File: src/rtl/jssm_pkg.sv
package jssm_pkg;

  // Number format and field widths
  localparam int AXIS_FRAC_BITS = 15;
  localparam int AXIS_W         = 16;
  localparam int ANGLE_W        = 9;
  localparam int CFG_IDX_W      = 4;
  localparam int CFG_DATA_W     = 32;
  localparam int DIV_BIT_W      = $clog2(ANGLE_W);

  // Register indexes
  localparam logic [CFG_IDX_W-1:0] REG_ANGLE_MIN     = 4'd0;
  localparam logic [CFG_IDX_W-1:0] REG_ANGLE_MAX     = 4'd1;
  localparam logic [CFG_IDX_W-1:0] REG_DEFAULT_ANGLE = 4'd2;
  localparam logic [CFG_IDX_W-1:0] REG_HOME_ANGLE    = 4'd3;
  localparam logic [CFG_IDX_W-1:0] REG_STICK_TRAVEL  = 4'd4;
  localparam logic [CFG_IDX_W-1:0] REG_TRIG_TRAVEL   = 4'd5;
  localparam logic [CFG_IDX_W-1:0] REG_DEADBAND      = 4'd6;
  localparam logic [CFG_IDX_W-1:0] REG_MOTION_STEPS  = 4'd7;

  // Reset values
  localparam logic [ANGLE_W-1:0]    RST_ANGLE_MIN     = 9'd0;
  localparam logic [ANGLE_W-1:0]    RST_ANGLE_MAX     = 9'd270;
  localparam logic [ANGLE_W-1:0]    RST_DEFAULT_ANGLE = 9'd150;
  localparam logic [ANGLE_W-1:0]    RST_HOME_ANGLE    = 9'd150;
  localparam logic [ANGLE_W-1:0]    RST_STICK_TRAVEL  = 9'd150;
  localparam logic [ANGLE_W-1:0]    RST_TRIG_TRAVEL   = 9'd100;
  localparam logic [CFG_DATA_W-1:0] RST_DEADBAND      = 32'h0CCD_2666;
  localparam logic [CFG_DATA_W-1:0] RST_MOTION_STEPS  = 32'h0F02_0101;
  localparam logic [ANGLE_W-1:0]    RST_SERVO         = 9'd150;

  // Axis being worked on
  typedef enum logic [1:0] {
    AX_Y  = 2'd0,
    AX_X  = 2'd1,
    AX_RT = 2'd2,
    AX_LT = 2'd3
  } ax_t;

  typedef struct packed {
    logic                        pad_present;
    logic signed [AXIS_W-1:0]    stick_x;
    logic signed [AXIS_W-1:0]    stick_y;
    logic signed [AXIS_W-1:0]    left_trigger;
    logic signed [AXIS_W-1:0]    right_trigger;
    logic                        hold_button;
  } in_item_t;

  typedef struct packed {
    logic [ANGLE_W-1:0] angle_up;
    logic [ANGLE_W-1:0] angle_right;
    logic [ANGLE_W-1:0] angle_down;
    logic [ANGLE_W-1:0] angle_left;
    logic [ANGLE_W-1:0] angle_rtrig;
    logic [ANGLE_W-1:0] angle_ltrig;
    logic [ANGLE_W-1:0] angle_bump;
  } out_item_t;

  // Controller to datapath
  typedef struct packed {
    logic                 load;
    ax_t                  ax;
    logic                 mul;
    logic                 div_init;
    logic                 div_step;
    logic [DIV_BIT_W-1:0] div_bit;
    logic                 store;
    logic                 tgt;
    logic                 slew;
    logic                 out_load;
  } cmd_t;

  // Datapath to controller
  typedef struct packed {
    logic pad;
    logic changed;
  } status_t;

endpackage

File: src/rtl/jssm_ctrl.sv
module jssm_ctrl (
  input  logic             clk,
  input  logic             rst_n,
  input  logic             in_valid,
  output logic             in_stall,
  output logic             out_valid,
  input  logic             out_stall,
  input  jssm_pkg::status_t st,
  output jssm_pkg::cmd_t   cmd
);
  import jssm_pkg::*;

  typedef enum logic [2:0] {
    S_IDLE,
    S_MUL,
    S_DINIT,
    S_DIV,
    S_STORE,
    S_TGT,
    S_SLEW,
    S_OUT
  } state_t;

  localparam logic [DIV_BIT_W-1:0] TOP_BIT = DIV_BIT_W'(ANGLE_W - 1);

  state_t               state_r, state_nxt;
  ax_t                  ax_r, ax_nxt;
  logic [DIV_BIT_W-1:0] bit_r, bit_nxt;
  logic                 out_valid_r, out_valid_nxt;
  logic                 is_stick;

  assign is_stick  = (ax_r == AX_Y) || (ax_r == AX_X);
  // no transfer is taken while in reset
  assign in_stall  = !rst_n || (state_r != S_IDLE);
  assign out_valid = out_valid_r;

  // Commands and next state
  always_comb begin
    cmd           = '0;
    cmd.ax        = ax_r;
    cmd.div_bit   = bit_r;
    state_nxt     = state_r;
    ax_nxt        = ax_r;
    bit_nxt       = bit_r;
    out_valid_nxt = out_valid_r && out_stall;
    unique case (state_r)
      S_IDLE: begin
        if (in_valid) begin
          cmd.load = 1'b1;
          if (st.pad) begin
            ax_nxt    = AX_Y;
            state_nxt = S_MUL;
          end
        end
      end
      S_MUL: begin
        cmd.mul   = 1'b1;
        state_nxt = is_stick ? S_DINIT : S_STORE;
      end
      S_DINIT: begin
        cmd.div_init = 1'b1;
        bit_nxt      = TOP_BIT;
        state_nxt    = S_DIV;
      end
      S_DIV: begin
        cmd.div_step = 1'b1;
        if (bit_r == '0) state_nxt = S_STORE;
        else bit_nxt = bit_r - 1'b1;
      end
      S_STORE: begin
        cmd.store = 1'b1;
        if (ax_r == AX_LT) begin
          state_nxt = S_TGT;
        end else begin
          ax_nxt    = ax_t'(ax_r + 2'd1);
          state_nxt = S_MUL;
        end
      end
      S_TGT: begin
        cmd.tgt   = 1'b1;
        state_nxt = S_SLEW;
      end
      S_SLEW: begin
        cmd.slew  = 1'b1;
        state_nxt = S_OUT;
      end
      S_OUT: begin
        if (!st.changed) begin
          state_nxt = S_IDLE;
        end else if (!out_valid_r || !out_stall) begin
          cmd.out_load  = 1'b1;
          out_valid_nxt = 1'b1;
          state_nxt     = S_IDLE;
        end
      end
      default: state_nxt = S_IDLE;
    endcase
  end

  // State and registered outputs
  always_ff @(posedge clk) begin
    if (!rst_n) begin
      state_r     <= S_IDLE;
      ax_r        <= AX_Y;
      bit_r       <= '0;
      out_valid_r <= 1'b0;
    end else begin
      state_r     <= state_nxt;
      ax_r        <= ax_nxt;
      bit_r       <= bit_nxt;
      out_valid_r <= out_valid_nxt;
    end
  end

endmodule

File: src/rtl/jssm_dp.sv
module jssm_dp (
  input  logic                                 clk,
  input  logic                                 rst_n,
  input  jssm_pkg::in_item_t                   in_data,
  output jssm_pkg::out_item_t                  out_data,
  input  logic                                 cfg_we,
  input  logic [jssm_pkg::CFG_IDX_W-1:0]       cfg_index,
  input  logic [jssm_pkg::CFG_DATA_W-1:0]      cfg_wdata,
  input  jssm_pkg::cmd_t                       cmd,
  output jssm_pkg::status_t                    st
);
  import jssm_pkg::*;

  localparam int NSERVO    = 7;
  localparam int MAG_SHIFT = 16 - AXIS_FRAC_BITS;
  localparam int TRG_SHIFT = 15 - AXIS_FRAC_BITS;
  localparam int A_W       = 32 - AXIS_FRAC_BITS;
  localparam int P_W       = 17;
  localparam int PROD_W    = ANGLE_W + P_W;
  localparam int REM_W     = PROD_W + 1;
  localparam logic signed [17:0] TRG_ONE  = 18'(1 << AXIS_FRAC_BITS);
  localparam logic signed [17:0] TRG_FULL = 18'(1 << (AXIS_FRAC_BITS + 1));
  localparam logic [P_W-1:0]     FULL_Q16 = 17'h10000;
  localparam logic [REM_W-1:0]   HALF_Q16 = REM_W'(32768);

  // Clamp to the angle limits; when they cross, values below the low limit give it and all others the high limit
  function automatic logic [ANGLE_W-1:0] lim(input logic [ANGLE_W+1:0] a,
                                             input logic [ANGLE_W-1:0] mn,
                                             input logic [ANGLE_W-1:0] mx);
    logic [ANGLE_W-1:0] r;
    if (a < {2'b0, mn})      r = mn;
    else if (a > {2'b0, mx}) r = mx;
    else                     r = a[ANGLE_W-1:0];
    return r;
  endfunction

  // One slew step towards the target; a zero step acts as one
  function automatic logic [ANGLE_W-1:0] slew(input logic [ANGLE_W-1:0] cur,
                                              input logic [ANGLE_W-1:0] tgt,
                                              input logic [7:0]         stp);
    logic [ANGLE_W:0]   s;
    logic [ANGLE_W:0]   up;
    logic [ANGLE_W:0]   lo;
    logic [ANGLE_W-1:0] r;
    s  = (stp == 8'd0) ? (ANGLE_W+1)'(1) : (ANGLE_W+1)'(stp);
    up = {1'b0, cur} + s;
    lo = {1'b0, tgt} + s;
    r  = cur;
    if (cur < tgt)      r = (up < {1'b0, tgt}) ? up[ANGLE_W-1:0] : tgt;
    else if (cur > tgt) r = (lo < {1'b0, cur}) ? ANGLE_W'(cur - s) : tgt;
    return r;
  endfunction

  // Configuration registers
  logic [ANGLE_W-1:0]    amin_r, amax_r, dflt_r, home_r, stv_r, ttv_r;
  logic [CFG_DATA_W-1:0] dband_r, steps_r;

  always_ff @(posedge clk) begin
    if (!rst_n) begin
      amin_r  <= RST_ANGLE_MIN;
      amax_r  <= RST_ANGLE_MAX;
      dflt_r  <= RST_DEFAULT_ANGLE;
      home_r  <= RST_HOME_ANGLE;
      stv_r   <= RST_STICK_TRAVEL;
      ttv_r   <= RST_TRIG_TRAVEL;
      dband_r <= RST_DEADBAND;
      steps_r <= RST_MOTION_STEPS;
    end else if (cfg_we) begin
      unique case (cfg_index)
        REG_ANGLE_MIN:     amin_r  <= cfg_wdata[ANGLE_W-1:0];
        REG_ANGLE_MAX:     amax_r  <= cfg_wdata[ANGLE_W-1:0];
        REG_DEFAULT_ANGLE: dflt_r  <= cfg_wdata[ANGLE_W-1:0];
        REG_HOME_ANGLE:    home_r  <= cfg_wdata[ANGLE_W-1:0];
        REG_STICK_TRAVEL:  stv_r   <= cfg_wdata[ANGLE_W-1:0];
        REG_TRIG_TRAVEL:   ttv_r   <= cfg_wdata[ANGLE_W-1:0];
        REG_DEADBAND:      dband_r <= cfg_wdata;
        REG_MOTION_STEPS:  steps_r <= cfg_wdata;
        default: ;
      endcase
    end
  end

  logic [15:0] sdb, tdb;
  assign sdb = dband_r[15:0];
  assign tdb = dband_r[31:16];

  // Captured item
  in_item_t item_r;
  always_ff @(posedge clk) begin
    if (cmd.load) item_r <= in_data;
  end
  assign st.pad = in_data.pad_present;

  // Axis selection
  logic signed [AXIS_W-1:0] raw;
  always_comb begin
    unique case (cmd.ax)
      AX_Y:    raw = item_r.stick_y;
      AX_X:    raw = item_r.stick_x;
      AX_RT:   raw = item_r.right_trigger;
      AX_LT:   raw = item_r.left_trigger;
      default: raw = item_r.stick_y;
    endcase
  end

  // Stick magnitude past the deadband
  logic [AXIS_W-1:0] mag;
  logic [A_W-1:0]    amag, num;
  logic [16:0]       den;
  logic              s_act, s_sat;
  assign mag   = raw[AXIS_W-1] ? AXIS_W'(-raw) : AXIS_W'(raw);
  assign amag  = A_W'(mag) << MAG_SHIFT;
  assign s_act = amag > A_W'(sdb);
  assign num   = amag - A_W'(sdb);
  assign den   = FULL_Q16 - {1'b0, sdb};
  assign s_sat = num >= A_W'(den);

  // Trigger press (1 - raw) / 2 with cutoff
  logic signed [17:0] tn;
  logic [17:0]        tcl;
  logic [P_W-1:0]     tp, tpd;
  assign tn  = TRG_ONE - 18'($signed(raw));
  assign tcl = tn[17] ? 18'd0 : ((tn > TRG_FULL) ? TRG_FULL : tn);
  assign tp  = P_W'(tcl << TRG_SHIFT);
  assign tpd = (tp < {1'b0, tdb}) ? '0 : tp;

  // Shared multiplier
  logic              is_stick;
  logic [ANGLE_W-1:0] mul_a;
  logic [P_W-1:0]     mul_b;
  assign is_stick = (cmd.ax == AX_Y) || (cmd.ax == AX_X);
  assign mul_a    = is_stick ? stv_r : ttv_r;
  assign mul_b    = is_stick ? {num[15:0], 1'b0} : tpd;

  logic [PROD_W-1:0] prod_r;
  logic [16:0]       den_r;
  logic              sat_r;
  logic              y_act_r, y_neg_r, x_act_r, x_neg_r;

  always_ff @(posedge clk) begin
    if (cmd.mul) begin
      prod_r <= PROD_W'(mul_a) * PROD_W'(mul_b);
      den_r  <= den;
      sat_r  <= s_sat;
      if (cmd.ax == AX_Y) begin
        y_act_r <= s_act;
        y_neg_r <= raw[AXIS_W-1];
      end
      if (cmd.ax == AX_X) begin
        x_act_r <= s_act;
        x_neg_r <= raw[AXIS_W-1];
      end
    end
  end

  // Restoring division, one quotient bit a cycle
  logic [REM_W-1:0]   rem_r, dsh;
  logic [ANGLE_W-1:0] q_r;
  assign dsh = REM_W'({den_r, 1'b0}) << cmd.div_bit;

  always_ff @(posedge clk) begin
    if (cmd.div_init) begin
      rem_r <= REM_W'(prod_r) + REM_W'(den_r);
      q_r   <= '0;
    end else if (cmd.div_step) begin
      if (rem_r >= dsh) begin
        rem_r              <= rem_r - dsh;
        q_r[cmd.div_bit]   <= 1'b1;
      end
    end
  end

  // Degrees added per axis
  logic [REM_W-1:0]   trnd;
  logic [ANGLE_W-1:0] deg_y_r, deg_x_r, deg_rt_r, deg_lt_r;
  assign trnd = REM_W'(prod_r) + HALF_Q16;

  always_ff @(posedge clk) begin
    if (cmd.store) begin
      unique case (cmd.ax)
        AX_Y:    deg_y_r  <= sat_r ? stv_r : q_r;
        AX_X:    deg_x_r  <= sat_r ? stv_r : q_r;
        AX_RT:   deg_rt_r <= trnd[16 +: ANGLE_W];
        AX_LT:   deg_lt_r <= trnd[16 +: ANGLE_W];
        default: ;
      endcase
    end
  end

  // Targets
  logic [ANGLE_W-1:0] servo_r [NSERVO];
  logic [ANGLE_W-1:0] tgt_r   [NSERVO];
  logic [ANGLE_W-1:0] tgt_nxt [NSERVO];
  logic [ANGLE_W-1:0] base_r, base_nxt;
  logic               held_r;
  logic [ANGLE_W-1:0] yt, xt;

  assign yt = lim((ANGLE_W+2)'(home_r) + (ANGLE_W+2)'(deg_y_r), amin_r, amax_r);
  assign xt = lim((ANGLE_W+2)'(home_r) + (ANGLE_W+2)'(deg_x_r), amin_r, amax_r);
  assign base_nxt = (item_r.hold_button && !held_r) ? servo_r[6] : base_r;

  always_comb begin
    tgt_nxt[0] = (y_act_r && !y_neg_r) ? yt : home_r;
    tgt_nxt[2] = (y_act_r &&  y_neg_r) ? yt : home_r;
    tgt_nxt[1] = (x_act_r && !x_neg_r) ? xt : home_r;
    tgt_nxt[3] = (x_act_r &&  x_neg_r) ? xt : home_r;
    tgt_nxt[4] = lim((ANGLE_W+2)'(dflt_r) + (ANGLE_W+2)'(deg_rt_r), amin_r, amax_r);
    tgt_nxt[5] = lim((ANGLE_W+2)'(dflt_r) + (ANGLE_W+2)'(deg_lt_r), amin_r, amax_r);
    tgt_nxt[6] = item_r.hold_button
               ? lim((ANGLE_W+2)'(base_nxt) + (ANGLE_W+2)'(steps_r[31:24]), amin_r, amax_r)
               : base_nxt;
  end

  always_ff @(posedge clk) begin
    if (!rst_n) begin
      held_r <= 1'b0;
      base_r <= RST_SERVO;
    end else if (cmd.tgt) begin
      held_r <= item_r.hold_button;
      base_r <= base_nxt;
    end
  end

  always_ff @(posedge clk) begin
    if (cmd.tgt) tgt_r <= tgt_nxt;
  end

  // Slew limit and change detect
  logic [ANGLE_W-1:0] servo_nxt [NSERVO];
  logic               chg;
  logic               changed_r;

  always_comb begin
    chg = 1'b0;
    for (int i = 0; i < NSERVO; i++) begin
      if (i < 4)      servo_nxt[i] = slew(servo_r[i], tgt_r[i], steps_r[7:0]);
      else if (i < 6) servo_nxt[i] = slew(servo_r[i], tgt_r[i], steps_r[15:8]);
      else            servo_nxt[i] = slew(servo_r[i], tgt_r[i], steps_r[23:16]);
      if (servo_nxt[i] != servo_r[i]) chg = 1'b1;
    end
  end

  always_ff @(posedge clk) begin
    if (!rst_n) begin
      for (int i = 0; i < NSERVO; i++) servo_r[i] <= RST_SERVO;
      changed_r <= 1'b0;
    end else if (cmd.slew) begin
      servo_r   <= servo_nxt;
      changed_r <= chg;
    end
  end
  assign st.changed = changed_r;

  // Output register
  out_item_t out_r;
  always_ff @(posedge clk) begin
    if (cmd.out_load) begin
      out_r.angle_up    <= servo_r[0];
      out_r.angle_right <= servo_r[1];
      out_r.angle_down  <= servo_r[2];
      out_r.angle_left  <= servo_r[3];
      out_r.angle_rtrig <= servo_r[4];
      out_r.angle_ltrig <= servo_r[5];
      out_r.angle_bump  <= servo_r[6];
    end
  end
  assign out_data = out_r;

endmodule

File: src/rtl/joystick_servo_slew_mapper_top.sv
// Joystick to servo mapper. Each input transfer is one gamepad tick: the stick
// axes (with rescaled deadband) drive servos one to four around the home angle,
// the triggers drive servos five and six from the default angle, and the hold
// button latches and bumps servo seven. Stick, trigger and bump offsets are
// clamped to the angle limits and every target is slew limited; a result transfer
// carries all seven angles and is made only when one of them moved. A live tick
// stalls the input from its transfer until the sequencer is back in idle, so no
// new tick is taken before the last is done: each stick axis needs a multiply, a
// divider load, nine steps of the shared restoring divider and a store, each
// trigger a multiply and a store, then come the targets, the slew and the output
// register. A tick with pad_present low is taken without leaving idle and has no
// effect. The result sits in an output register, so the next tick can be taken
// while it waits; a tick that finishes while the previous result is still stalled
// waits. Registers may be written at any time the block is idle.
module joystick_servo_slew_mapper_top (
  input  logic                             clk,
  input  logic                             rst_n,
  input  logic                             in_valid,
  output logic                             in_stall,
  input  jssm_pkg::in_item_t               in_data,
  output logic                             out_valid,
  input  logic                             out_stall,
  output jssm_pkg::out_item_t              out_data,
  input  logic                             cfg_we,
  input  logic [jssm_pkg::CFG_IDX_W-1:0]   cfg_index,
  input  logic [jssm_pkg::CFG_DATA_W-1:0]  cfg_wdata
);
  import jssm_pkg::*;

  cmd_t    cmd;
  status_t st;

  // Sequencer
  jssm_ctrl u_ctrl (
    .clk       (clk),
    .rst_n     (rst_n),
    .in_valid  (in_valid),
    .in_stall  (in_stall),
    .out_valid (out_valid),
    .out_stall (out_stall),
    .st        (st),
    .cmd       (cmd)
  );

  // Arithmetic and servo state
  jssm_dp u_dp (
    .clk       (clk),
    .rst_n     (rst_n),
    .in_data   (in_data),
    .out_data  (out_data),
    .cfg_we    (cfg_we),
    .cfg_index (cfg_index),
    .cfg_wdata (cfg_wdata),
    .cmd       (cmd),
    .st        (st)
  );

endmodule
File: config.mk
export PLATFORM = sky130hd
export DESIGN_NAME = joystick_servo_slew_mapper_top
export DESIGN_NICKNAME = d
export VERILOG_FILES = /design/src/rtl/jssm_pkg.sv /design/src/rtl/jssm_ctrl.sv /design/src/rtl/jssm_dp.sv /design/src/rtl/joystick_servo_slew_mapper_top.sv
export SDC_FILE = /design/constraint.sdc
export NUM_CORES = 2
export LEC_CHECK = 0
export BUFFER_PORTS_ARGS = -buffer_cell sky130_fd_sc_hd__buf_2
export CAP_MARGIN = 20
export CORE_ASPECT_RATIO = 0.6
export CORE_MARGIN = 4
export CORE_UTILIZATION = 45
export CTS_CLUSTER_DIAMETER = 120
export DETAILED_ROUTE_END_ITERATION = 7
export GPL_ROUTABILITY_DRIVEN = 0
export GPL_TIMING_DRIVEN = 0
export PLACE_DENSITY = 0.63
export SKIP_LAST_GASP = 1
export SLEW_MARGIN = 20
export SYNTH_ARGS = -nofsm -noshare
export SYNTH_HDL_FRONTEND = slang
export SYNTH_SLANG_ARGS = --single-unit
export TNS_END_PERCENT = 20
File: constraint.sdc
create_clock -name clk -period 13.26 [get_ports clk]
set_clock_uncertainty 0.1 [all_clocks]
set_input_delay 1.326 -clock clk [delete_from_list [all_inputs] [get_ports clk]]
set_output_delay 1.326 -clock clk [all_outputs]
set_load 0.01 [all_outputs]
==> results.md <==
- Slew Viols, Final: 0
- CTS Sinks: 513
- # setup viols final: 0
- Met3 WL: 30,130 um
- Worst setup SP type: flop
- Largest net degree at the start of global routing: 73
- Initial core utilization: 45.57%
- DRT iter0 DRCs: 6,498
- # IOs: 172
- CP required: 13.60 ns
- Crit path kind: flop to flop
- Cell area after synthesis: 48,050 um^2
- Port bufs: 159
- Critical R2R Capture: u_dp.prod_r[25]$_DFFE_PP_
- GRT overflow: 0
- CTS Buffer Depth: 3
- Mapped Nets: 6,340
- F_max: 79.22 MHz
- Final Hold Viols: 0
- Syn. warnings: 0
- Post-route setup slack: 0.6370 ns
- Reg2reg setup slack: 0.64 ns
- Core area: 105,400 um^2
- Status: finished clean
- Max cap viols: 0
- Relative slew slack: 12.03%
- Htree depth: 2
- Detailed placement HPWL: 141,700 um
- Number of global-route vias before repair: 40,120
- Multi-input gate area: 32,210 um^2
- LEAKAGE: 22.85 nW
- # fillers: 10,030
- Area delta synth->final: 10.17%
- Pwr/cell area: 131.0 nW/um^2
- Wire per inst: 24.68 um
- Share of power burned in registers: 28.0%
- RSZ-0062 raised after global routing: false
- Share of layout cells above drive strength 1: 7.125%
- Register area: 13,290 um^2
- CP max FO: 9
- Switch share: 39.55%
- Final cell count without fillers: 7,162
- Syn avg cell area: 8.784 um^2
- Critical path arrival: 12.97 ns
- Ys async rst share: 0%
- Hold path cells: 2
- Die width: 429.8 um
- Synth unique cells: 101
- Maximum VDD drop: 0.0001996 V
- Antenna viol nets, final: 0
- Critical Path Max Stage Delay: 0.60 ns
- Met2 WL: 61,960 um
- Final worst path period need: 12.62 ns
- Routed WL: 176,800 um
- Number of synthesized register bits: 513
- Worst Hold Path EP: u_dp.dband_r[30]$_SDFFE_PN0P_
- Combinational power share: 46.2%
- Vias per Instance: 6.169
- Syn Inst Count: 5,470
- Highest Signal Layer: met5
- Reg2Reg Launch Point: u_ctrl.ax_r[0]$_SDFFE_PN0P_
- Synth Flop Type: edfxtp_1
- Via Count: 44,180
- Actual transition at the worst max-transition pin: 1.316 ns
- Worst min-delay path class: flop to flop
- Hold wc startpoint: u_dp.dband_r[30]$_SDFFE_PN0P_
- Die area: 112,200 um^2
- Worst Reg-to-Reg Cells: 48
- Die height: 261.1 um
- P_sw: 2.742 mW
- Total track usage: 30.27%
- Clock Pin Slew Worst Setup and Hold Paths: 0.07 ns
- Pre-CTS WS: -0.1874 ns
- Seq/Total Area, Yosys: 27.67%
- Critical path endpoint category: flop
- Global-route wire length before repair: 258,600 um
- Worst skew pair latency: 0.70 ns
- Drt pass-1 iters: 7
- P_int: 4.190 mW
- CTS buffer count: 55
- Post-synth EDFFs: 302
- CTS Hold Bufs: 0
- Final Cycle Share: 95.20%
- Wl on met1: 80,100 um
- Crit path max-delay cell type: fa_1
- CTS Root Cell: clkbuf_16
- Clock power share: 25.8%
- Antenna violations before repair: 14
- DRC: 0
- Row cnt: 92
- Placed insts: 7,045
- Nets: 6,565
- CTS tree: yes
==> placed cells by master (no fill, tap or decap), drive strengths merged, types with 27 or more instances in the layout <==
cell type,instances
and3,33
ha,629
and2,33
buf,203
a21o,103
xor2,81
nand2,536
o21a,45
fa,134
inv,485
o21ai,295
nor3,87
o211ai,61
or2,34
a31oi,48
nor2b,71
xnor2,235
mux2,37
edfxtp,302
clkbuf,231
nand2b,74
o21bai,60
dfxtp,211
a221oi,27
a2111oi,27
nand3,118
nor2,422
or3,29
mux2i,173
nand4,43
a22oi,29
a211oi,46
a21oi,415
==> logic make-up (layout without fill, tap and decap cells) <==
| family | count (synthesis) | count (layout) | synth area share, % |
|---|---|---|---|
| AND/OR/NAND/NOR | 1557 | 1557 | 15.04 |
| other | 0 | 12 | 0 |
| AO/OA/AOI/OAI | 1412 | 1412 | 19.29 |
| buffers and inverters | 692 | 962 | 5.476 |
| adder cells (fa/ha/maj) | 763 | 763 | 21.96 |
| flip-flops | 513 | 513 | 27.67 |
| XOR/XNOR | 316 | 316 | 5.760 |
| multiplexers | 217 | 217 | 4.799 |
==> power by group through the flow <==
stage	clock (mW)	combinational [mW]	sequential (mW)
after floorplan	0	2.26	1.95
after global placement	0	3.02	1.98
after detailed placement	0	3.07	1.98
after CTS	1.80	3.10	1.94
after global routing	1.86	3.56	1.95
final	1.79	3.20	1.94
==> metrics by stage <==
| stage | utilization [%] | cell area (um^2) | setup TNS (ns) | hold WS [ns] | power [mW] |
|---|---|---|---|---|---|
| final | 50.20 | 52930 | 0 | 0.3577 | 6.933 |
| after global routing | 50.19 | 52920 | 0 | 0.3781 | 7.368 |
| after CTS | 50.10 | 52830 | 0 | 0.3569 | 6.841 |
| after detailed placement | 48.17 | 50800 | -0.1874 | 0.3474 | 5.050 |
| after global placement | 48.00 | 50610 | 0 | 0.3388 | 4.993 |
| after floorplan | - | 48050 | 0 | 0.3064 | 4.210 |
==> layout make-up <==
class | instances | area share [%]
diodes | 12 | 0.05673
clock inverters | 44 | 1.196
clock buffers | 58 | 2.640
repair buffers | 168 | 1.801
inverters | 484 | 3.444
multi-input cells | 4265 | 60.86
plain buffers | 208 | 1.555
well taps | 1410 | 3.333
flip-flops and latches | 513 | 25.11
==> worst max-delay path, delay by kind of cell (launching register included) <==
family,cells,cell delay [ns]
AOI/OAI and AO/OA,18,4.43
xor gates and xnor gates,1,0.23
adders and majority gates,8,2.84
buffers and inverters,5,0.50
DFF,1,0.41
and+or+nand+nor,16,3.85
==> what timing repair did <==
action	4_1_cts	5_1_grt
pin swaps	0	3
resized for setup	2	11
setup buffers	0	3
endpoints found under the setup margin	1	8
==> metal layers <==
metal,global-route usage [%],up-vias
met5,1.051,-
met4,6.938,10
met3,13.69,303
met2,37.15,2747
met1,46.47,21020
li1,-,20110
==> registers in the layout, indices dropped and copies added, names as in the netlist, 17 cells and up <==
signal and cells:
u_dp.steps_r 32, u_dp.item_r 65, u_dp.servo_r 63, u_dp.prod_r 26, u_dp.rem_r 27, u_dp.out_data 63, u_dp.dband_r 32, u_dp.tgt_r 63
u_dp.den_r 17
==> worst max-delay path by stage <==
stage                                     start                        end  slack (ns)  cells past startpoint
floorplan           u_ctrl.ax_r[0]$_SDFFE_PN0P_  u_dp.prod_r[24]$_DFFE_PP_        2.30                     48
global placement    u_ctrl.ax_r[0]$_SDFFE_PN0P_  u_dp.prod_r[24]$_DFFE_PP_        0.03                     44
detailed placement  u_ctrl.ax_r[0]$_SDFFE_PN0P_  u_dp.prod_r[24]$_DFFE_PP_       -0.19                     44
CTS                 u_ctrl.ax_r[0]$_SDFFE_PN0P_  u_dp.prod_r[24]$_DFFE_PP_         0.1                     44
global route        u_ctrl.ax_r[0]$_SDFFE_PN0P_  u_dp.prod_r[24]$_DFFE_PP_       0.009                     48
finish              u_ctrl.ax_r[0]$_SDFFE_PN0P_  u_dp.prod_r[25]$_DFFE_PP_        0.64                     48
==> synthesized netlist by cell type (all sizes together) (14+ instances only) <==
library cell,instances,area [um^2]
a22o,19,175.2
a222oi,14,140.1
a2111oi,27,242.7
fa,134,2683
a21oi,415,2081
mux2,37,416.7
o22ai,24,150.1
and2,33,209.0
or2,34,215.2
buf,35,165.2
nand2,536,2014
a211oi,46,350.3
ha,629,7870
and3,33,206.5
a22oi,29,261.5
o21bai,60,450.4
nand2b,74,462.9
a21o,103,773.2
nand4,43,269.0
inv,480,1802
a31oi,48,300.3
xnor2,235,2058
clkbuf,173,649.4
a221oi,27,236.5
o21a,45,337.8
o21ai,295,1476
or3,29,181.4
edfxtp,302,9069
nor2b,71,451.7
mux2i,173,1732
nor4,23,158.9
xor2,81,709.4
nor3,87,440.4
dfxtp,211,4224
o31ai,15,112.6
nand3,118,590.6
nor2,422,1584
o211ai,61,462.9
Power figures use the tool's default switching activity.
